$ cat config.mk
export PLATFORM = sky130hd
export DESIGN_NAME = backslash_escape_decoder
export DESIGN_NICKNAME = d
export VERILOG_FILES = /design/src/rtl/core/bed_pkg.sv /design/src/rtl/core/backslash_escape_decoder.sv
export SDC_FILE = /design/constraint.sdc
export NUM_CORES = 1
export LEC_CHECK = 0
export BUFFER_PORTS_ARGS = -buffer_cell sky130_fd_sc_hd__buf_2
export CORE_UTILIZATION = 62
export CTS_CLUSTER_SIZE = 30
export DETAILED_ROUTE_END_ITERATION = 8
export GPL_ROUTABILITY_DRIVEN = 0
export PLACE_DENSITY = 0.88
export SKIP_LAST_GASP = 1
export SYNTH_ARGS = -nofsm -noshare
export SYNTH_HDL_FRONTEND = slang
export SYNTH_SLANG_ARGS = --single-unit
$ cat constraint.sdc
create_clock -name clk -period 9.3 [get_ports clk]
set_input_delay 2.79 -clock clk [delete_from_list [all_inputs] [get_ports clk]]
set_output_delay 2.79 -clock clk [all_outputs]
set_load 0.02 [all_outputs]
$ cat src/rtl/core/bed_pkg.sv
// Package for the escape decoder: mode type, character codes, queue parameters, result entry type, hex helper.
package bed_pkg;

  typedef enum logic [1:0] {
    MODE_TEXT = 2'd0,
    MODE_ESC  = 2'd1,
    MODE_OCT  = 2'd2,
    MODE_HEX  = 2'd3
  } mode_t;

  localparam logic [7:0] CH_BSL   = 8'h5C;
  localparam logic [7:0] CH_LA    = 8'h61;
  localparam logic [7:0] CH_LB    = 8'h62;
  localparam logic [7:0] CH_LE    = 8'h65;
  localparam logic [7:0] CH_LF    = 8'h66;
  localparam logic [7:0] CH_LN    = 8'h6E;
  localparam logic [7:0] CH_LR    = 8'h72;
  localparam logic [7:0] CH_LT    = 8'h74;
  localparam logic [7:0] CH_LX    = 8'h78;
  localparam logic [7:0] CH_0     = 8'h30;
  localparam logic [7:0] CH_7     = 8'h37;
  localparam logic [7:0] CH_9     = 8'h39;
  localparam logic [7:0] CH_UA    = 8'h41;
  localparam logic [7:0] CH_UF    = 8'h46;

  localparam logic [7:0] CC_BEL   = 8'd7;
  localparam logic [7:0] CC_BS    = 8'd8;
  localparam logic [7:0] CC_ESC   = 8'd27;
  localparam logic [7:0] CC_LF    = 8'd10;
  localparam logic [7:0] CC_CR    = 8'd13;
  localparam logic [7:0] CC_TAB   = 8'd9;

  // output queue
  localparam int QDEPTH = 4;
  localparam int QAW    = $clog2(QDEPTH);
  localparam int QCW    = $clog2(QDEPTH + 1);

  typedef struct packed {
    logic [7:0] data;
    logic       run_last;
    logic       string_end;
  } res_t;

  // {valid, value} of a hex digit character
  function automatic logic [4:0] hex_digit(input logic [7:0] b);
    logic [4:0] r;
    r = 5'd0;
    if (b >= CH_0 && b <= CH_9) begin
      r = {1'b1, b[3:0]};
    end else if ((b >= CH_LA && b <= CH_LF) || (b >= CH_UA && b <= CH_UF)) begin
      r = {1'b1, 4'(b[2:0] + 3'd1) + 4'd8};
    end
    return r;
  endfunction

endpackage

$ cat src/rtl/core/backslash_escape_decoder.sv
// Top level of the backslash escape decoder: input register, decode logic, output queue.
//
//  channel  | ports                                        | dir
//  ---------+----------------------------------------------+-----
//  input    | in_valid, in_stall, in_byte, in_last          | in
//  result   | out_valid, out_stall, out_byte,               | out
//           | out_run_last, out_string_end                  |
//
// A raw byte is taken into an input register; the decode logic and the escape
// state update run on the registered byte once the queue has room, and write
// zero, one or two results into a four-entry output queue. One byte per cycle is
// taken while the queue has room for two results; the output port moves one
// result per cycle while out_stall is low, so bytes that yield two results (a
// numeric escape ended by a plain byte) set the sustained rate.
// Reset (rst_n low, synchronous) returns to text mode and empties the queue.
// in_stall depends only on registered state, never on out_stall in the same cycle.
module backslash_escape_decoder (
  input  logic       clk,
  input  logic       rst_n,
  input  logic       in_valid,
  output logic       in_stall,
  input  logic [7:0] in_byte,
  input  logic       in_last,
  output logic       out_valid,
  input  logic       out_stall,
  output logic [7:0] out_byte,
  output logic       out_run_last,
  output logic       out_string_end
);
  import bed_pkg::*;

  // input register
  logic       in_valid_r;
  logic [7:0] in_byte_r;
  logic       in_last_r;

  // escape state
  mode_t      mode_r, mode_nxt;
  logic [8:0] accum_r, accum_nxt;
  logic [1:0] cnt_r, cnt_nxt;

  // output queue
  res_t       q_mem_r [QDEPTH];
  logic [QAW-1:0] wr_ptr_r, rd_ptr_r;
  logic [QCW-1:0] count_r, count_nxt;

  // decode results
  logic       flush_en;   // escape / numeric value, always first
  logic [7:0] flush_val;
  logic       text_en;    // plain byte emitted after it
  logic [7:0] text_val;
  logic [1:0] push_n;
  res_t       e0, e1;
  logic       adv;
  logic       pop;
  logic [4:0] hv;
  logic       is_oct;
  logic [8:0] acc_oct, acc_hex;
  logic [1:0] cnt_inc;

  // advance needs room for the worst case of two results
  assign adv      = in_valid_r && (count_r <= QCW'(QDEPTH - 2));
  assign in_stall = in_valid_r && !adv;

  assign pop       = out_valid && !out_stall;
  assign out_valid = (count_r != '0);
  assign out_byte       = q_mem_r[rd_ptr_r].data;
  assign out_run_last   = q_mem_r[rd_ptr_r].run_last;
  assign out_string_end = q_mem_r[rd_ptr_r].string_end;

  always_ff @(posedge clk) begin
    if (!rst_n) begin
      in_valid_r <= 1'b0;
    end else if (!in_stall) begin
      in_valid_r <= in_valid;
    end
  end

  always_ff @(posedge clk) begin
    if (!in_stall) begin
      in_byte_r <= in_byte;
      in_last_r <= in_last;
    end
  end

  // decode of one byte against the current escape state
  always_comb begin
    hv      = hex_digit(in_byte_r);
    is_oct  = (in_byte_r >= CH_0) && (in_byte_r <= CH_7);
    acc_oct = {accum_r[5:0], 3'b000} + {6'd0, in_byte_r[2:0]};
    acc_hex = {accum_r[4:0], 4'b0000} + {5'd0, hv[3:0]};
    cnt_inc = cnt_r + 2'd1;

    mode_nxt  = mode_r;
    accum_nxt = accum_r;
    cnt_nxt   = cnt_r;
    flush_en  = 1'b0;
    flush_val = accum_r[7:0];
    text_en   = 1'b0;
    text_val  = in_byte_r;

    case (mode_r)
      MODE_TEXT: begin
        if (in_byte_r == CH_BSL && !in_last_r) mode_nxt = MODE_ESC;
        else text_en = 1'b1;
      end
      MODE_ESC: begin
        mode_nxt = MODE_TEXT;
        flush_en = 1'b1;
        case (in_byte_r)
          CH_LA: flush_val = CC_BEL;
          CH_LB: flush_val = CC_BS;
          CH_LE: flush_val = CC_ESC;
          CH_LN: flush_val = CC_LF;
          CH_LR: flush_val = CC_CR;
          CH_LT: flush_val = CC_TAB;
          CH_LX: begin
            accum_nxt = '0;
            cnt_nxt   = 2'd0;
            mode_nxt  = MODE_HEX;
            flush_en  = in_last_r;
            flush_val = 8'd0;
          end
          default: begin
            if (is_oct) begin
              accum_nxt = {6'd0, in_byte_r[2:0]};
              cnt_nxt   = 2'd1;
              mode_nxt  = MODE_OCT;
              flush_en  = in_last_r;
              flush_val = {5'd0, in_byte_r[2:0]};
            end else begin
              flush_val = in_byte_r;
            end
          end
        endcase
      end
      MODE_OCT: begin
        if (is_oct) begin
          accum_nxt = acc_oct;
          cnt_nxt   = cnt_inc;
          flush_val = acc_oct[7:0];
          if (cnt_inc >= 2'd3) begin
            flush_en = 1'b1;
            mode_nxt = MODE_TEXT;
          end else begin
            flush_en = in_last_r;
          end
        end else begin
          flush_en = 1'b1;
          mode_nxt = MODE_TEXT;
          if (in_byte_r == CH_BSL && !in_last_r) mode_nxt = MODE_ESC;
          else text_en = 1'b1;
        end
      end
      MODE_HEX: begin
        if (hv[4]) begin
          accum_nxt = acc_hex;
          cnt_nxt   = cnt_inc;
          flush_val = acc_hex[7:0];
          if (cnt_inc >= 2'd2) begin
            flush_en = 1'b1;
            mode_nxt = MODE_TEXT;
          end else begin
            flush_en = in_last_r;
          end
        end else begin
          flush_en = 1'b1;
          mode_nxt = MODE_TEXT;
          if (in_byte_r == CH_BSL && !in_last_r) mode_nxt = MODE_ESC;
          else text_en = 1'b1;
        end
      end
      default: begin
        mode_nxt = MODE_TEXT;
      end
    endcase

    // leaving numeric mode or end of string clears the pending value
    if (mode_nxt == MODE_TEXT || in_last_r) begin
      mode_nxt  = MODE_TEXT;
      accum_nxt = '0;
      cnt_nxt   = 2'd0;
    end

    push_n = {1'b0, flush_en} + {1'b0, text_en};

    // flags go to the final result of this byte
    e0.data       = flush_en ? flush_val : text_val;
    e0.run_last   = (push_n == 2'd1);
    e0.string_end = (push_n == 2'd1) && in_last_r;
    e1.data       = text_val;
    e1.run_last   = 1'b1;
    e1.string_end = in_last_r;
  end

  always_ff @(posedge clk) begin
    if (!rst_n) begin
      mode_r  <= MODE_TEXT;
      accum_r <= '0;
      cnt_r   <= 2'd0;
    end else if (adv) begin
      mode_r  <= mode_nxt;
      accum_r <= accum_nxt;
      cnt_r   <= cnt_nxt;
    end
  end

  // queue write: up to two entries per advanced byte
  always_ff @(posedge clk) begin
    if (adv && push_n != 2'd0) begin
      q_mem_r[wr_ptr_r] <= e0;
      if (push_n == 2'd2) q_mem_r[wr_ptr_r + QAW'(1)] <= e1;
    end
  end

  always_comb begin
    count_nxt = count_r + (adv ? QCW'(push_n) : QCW'(0)) - (pop ? QCW'(1) : QCW'(0));
  end

  always_ff @(posedge clk) begin
    if (!rst_n) begin
      wr_ptr_r <= '0;
      rd_ptr_r <= '0;
      count_r  <= '0;
    end else begin
      if (adv) wr_ptr_r <= wr_ptr_r + QAW'(push_n);
      if (pop) rd_ptr_r <= rd_ptr_r + QAW'(1);
      count_r <= count_nxt;
    end
  end

  // checks
  a_count_bound: assert property (@(posedge clk) disable iff (!rst_n)
    count_r <= QCW'(QDEPTH))
    else $error("output queue overfilled");

  a_last_yields: assert property (@(posedge clk) disable iff (!rst_n)
    (adv && in_last_r) |-> (push_n != 2'd0))
    else $error("string end produced no result");

  a_last_resets: assert property (@(posedge clk) disable iff (!rst_n)
    (adv && in_last_r) |=> (mode_r == MODE_TEXT && accum_r == '0 && cnt_r == 2'd0))
    else $error("state not cleared after string end");

  a_text_clean: assert property (@(posedge clk) disable iff (!rst_n)
    (mode_r == MODE_TEXT) |-> (accum_r == '0 && cnt_r == 2'd0))
    else $error("stale escape value in text mode");

  a_push_room: assert property (@(posedge clk) disable iff (!rst_n)
    adv |-> (count_r + QCW'(push_n) <= QCW'(QDEPTH)))
    else $error("queue write without room");

endmodule
==> impl_summary.txt <==
----------------------------------------------------
[STA]
  Worst Tran Pin Value ... 0.858 ns
  Post-route fraction of the period consumed by the critical path ... 50.2%
  Fin crit period ... 4.67 ns
  Clock Skew ... 0.00917 ns
  Setup repair after global routing missed its margin ... false
  Max Fclk ... 0.214 GHz
  Final hold vios ... 0
  Worst setup slack after layout ... 4.63 ns
  Final Max Slew Viols ... 0
  Final-report setup violation count ... 0
  Post-Route Setup TNS ... 0 ns
  Relative slew slack ... 42.8%

[Floorplanning]
  Area of the core region ... 0.00676 mm²
  Total die area ... 0.00729 mm²
  Initial core utilization ... 63.8%
  Die Y ... 85.4 µm
  Top-level port count ... 25
  Die width ... 85.4 µm
  Standard-cell row count ... 30

[CTS]
  Clock buffers created by TritonCTS ... 9
  CTS Root Cell ... sky130_fd_sc_hd__clkbuf_8
  TritonCTS clock tree ... done
  Clock Path Buffers ... 2
  Maximum level of the CTS H-tree ... 3
  Number of sinks on the clock net ... 71
  Post_cts resized ... 0
  Clock latency on the worst-skew pair ... 0.37 ns
  Clock slew seen by the registers of the worst setup and hold paths ... 0.08 ns
  Buffers inserted during post-CTS setup optimization ... 0
  Cts-stage hold buffer count ... 0

[Placed design]
  HPWL Detailed ... 6.68 mm
  Port bufs ... 24
  Setup slack at placement ... 4.86 ns

[Detailed routing]
  M1 WL ... 3.91 mm
  Antenna Nets Post-Route ... 0
  Total wirelength of the detailed-routed design ... 9.36 mm
  DR WL met2 ... 4.45 mm
  Initial detailed-routing violation count ... 313
  Top Layer Used ... met4
  Vias per std cell ... 6.72
  Vias after detailed routing ... 3,395
  Final routed DRC violation total ... 0
  Length of routed met3 wiring ... 780 µm
  Routed wire length per instance ... 18.5 µm
  Detailed Routing Iterations Pass 1 ... 5

[Global route]
  Number of antenna violations at the first check in global routing ... 0
  Global Route Usage Sum ... 27.4%
  Maximum number of pins on one net before global-route repair ... 26
  Gr ovfl total ... 0
  Vias in the first global route ... 3,145
  Global-route wire length before repair ... 15.3 mm

[Logic synthesis]
  Flops & latches, synth ... 71
  Average size of a mapped cell ... 10.6 µm²
  Proportion of synthesized flip-flops having asynchronous set or reset ... 0%
  Share of synthesized area occupied by flip-flops and latches ... 43.4%
  Most used flip-flop cell after synthesis ... sky130_fd_sc_hd__edfxtp_1
  Yosys Warn Count ... 0
  Number of enable-type register cells in the synthesized netlist ... 45
  Post-synthesis instance area ... 0.00431 mm²
  Post-synthesis net count ... 433
  Gate Count Post-Synth ... 407
  Number of unique standard cell types used by synthesis ... 75

[Critical path]
  Max FO, Critical Path ... 10
  Type of the setup path with the least slack ... register to output pin
  Crit path arrival time ... 1.88 ns
  Required time at the endpoint of the critical path ... 6.51 ns
  Kind of start point of the critical path ... register
  Setup slack of the most critical reg-to-reg path ... 4.97 ns
  Crit. End Element ... output pin

[Job]
  Max-Cap Viols ... 0

[Finish]
  Number of antenna repair diodes ... 0
  Area Growth Syn to Fin ... 7.08%
  Filler cells ... 499
  Share of layout cells above drive strength 1 ... 17.4%
  Post-layout net count ... 446

[Pwr]
  Peak VDD IR ... 119 µV
  Total power per unit cell area ... 188 mW/mm²
  Cell leakage power ... 1.65 nW

[Outcome]
  Status ... finished clean

[Hold path]
  Worst min-delay path class ... register to register

----------------------------------------------------
==> power by group <==
group | internal (W) | total [W] | switching, W
registers | 0.000368 | 0.000414 | 0.0000454
logic | 0.0000968 | 0.000208 | 0.000111
clock network | 0.000125 | 0.000248 | 0.000123
==> placed cells by master, fill, tap and decap left out, types with 10 or more instances in the layout <==
cell                       Yosys  layout
sky130_fd_sc_hd__edfxtp_1     45      45
sky130_fd_sc_hd__nand3_1      13      13
sky130_fd_sc_hd__nor2_1       25      25
sky130_fd_sc_hd__a22o_1       20      20
sky130_fd_sc_hd__dfxtp_1      26      26
sky130_fd_sc_hd__o21ai_0      10      10
sky130_fd_sc_hd__mux4_2       10      10
sky130_fd_sc_hd__nand2_1      44      44
sky130_fd_sc_hd__ha_1         12      12
sky130_fd_sc_hd__inv_1        16      16
sky130_fd_sc_hd__and2_1       12      12
sky130_fd_sc_hd__buf_2         7      24
sky130_fd_sc_hd__a21oi_1      13      13
==> path summary, 6_finish.rpt <==
kind                                              endpoint  cells past startpoint                  startpoint
worst min register to register  q_mem_r[3][1]$_SDFFE_PP1P_                      2  q_mem_r[3][1]$_SDFFE_PP1P_
worst max-delay path                           out_byte[5]                      2                    register
worst min-delay path            q_mem_r[3][1]$_SDFFE_PP1P_                      2  q_mem_r[3][1]$_SDFFE_PP1P_
worst max register to register     q_mem_r[0][3]$_DFFE_PP_                     13      in_byte_r[0]$_DFFE_PN_
==> final cells by class <==
type | count | area, µm² | area share, %
timing repair buffer | 24 | 120 | 2.60
tap | 80 | 100 | 2.17
multi-input combinational | 297 | 2250 | 48.8
sequential | 71 | 1870 | 40.6
clock inverter | 6 | 71.3 | 1.55
inverter | 17 | 71.3 | 1.55
clock buffer | 10 | 128 | 2.77
==> per-stage QoR <==
step	power [W]	hold slack, ns	area (µm²)	instances	utilization, %
finish	0.000869	0.440	4610	505	68.3
global route	0.000911	0.465	4610	505	68.3
CTS	0.000871	0.444	4610	505	68.3
detailed placement	0.000628	0.432	4420	489	65.4
global placement	0.000618	0.432	4420	489	65.4
floorplan	0.000577	0.418	4310	407	-
==> flip-flops by register name (all words and copies together), names as in the netlist, named ones only <==
register / flops
accum_r: 8
cnt_r: 2
count_r: 3
in_byte_r: 8
in_last_r: 1
in_valid_r: 1
mode_r: 2
q_mem_r: 40
rd_ptr_r: 2
wr_ptr_r: 2
==> critical path: stages (launching register included) <==
cell                      delay, ns
sky130_fd_sc_hd__dfxtp_1       0.75
sky130_fd_sc_hd__mux4_2        0.59
sky130_fd_sc_hd__buf_2         0.17
==> Yosys cell counts, types with 4 or more instances <==
master                      instances  share of area [%]
sky130_fd_sc_hd__a22o_1            20                4.1
sky130_fd_sc_hd__dfxtp_1           26                 12
sky130_fd_sc_hd__ha_1              12                3.5
sky130_fd_sc_hd__o2bb2ai_1          8                1.6
sky130_fd_sc_hd__xnor2_1            5                1.0
sky130_fd_sc_hd__nor2_1            25                2.2
sky130_fd_sc_hd__or3_1              5               0.73
sky130_fd_sc_hd__nand3_1           13                1.5
sky130_fd_sc_hd__clkbuf_1           9               0.78
sky130_fd_sc_hd__mux4_2            10                5.2
sky130_fd_sc_hd__mux2i_1            4               0.93
sky130_fd_sc_hd__and2_1            12                1.7
sky130_fd_sc_hd__nand2b_1           5               0.73
sky130_fd_sc_hd__nor3_1             6               0.70
sky130_fd_sc_hd__o21ai_0           10                1.2
sky130_fd_sc_hd__nand2_1           44                3.8
sky130_fd_sc_hd__buf_2              7               0.81
sky130_fd_sc_hd__nor2b_1            7                1.0
sky130_fd_sc_hd__buf_4              4               0.70
sky130_fd_sc_hd__o21ai_1            6               0.70
sky130_fd_sc_hd__o31ai_2            6                1.7
sky130_fd_sc_hd__a22oi_1            4               0.70
sky130_fd_sc_hd__a21boi_0           7                1.2
sky130_fd_sc_hd__a21oi_1           13                1.5
sky130_fd_sc_hd__nand4_1            5               0.73
sky130_fd_sc_hd__inv_1             16                1.4
sky130_fd_sc_hd__o21ai_4            4                1.5
sky130_fd_sc_hd__edfxtp_1          45                 31
==> cells by family (layout without fill, tap and decap cells) <==
group	Yosys count	in the layout	synth area share, %
adders and majority gates	13	13	3.95
xor gates and xnor gates	6	6	1.22
and+or+nand+nor	143	143	17.4
muxes	17	17	7.00
buffers and inverters	39	57	4.30
DFF	71	71	43.4
AOI/OAI and AO/OA	118	118	22.7
==> per-layer routing <==
| metal | track usage [%] | vias to the layer above |
|---|---|---|
| met1 | 34.9 | 1581 |
| li1 | - | 1580 |
| met3 | 7.59 | 29 |
| met4 | 10.9 | 0 |
| met2 | 44.6 | 205 |
| met5 | 0 | - |
No activity file was read; power rests on OpenSTA's default activity.
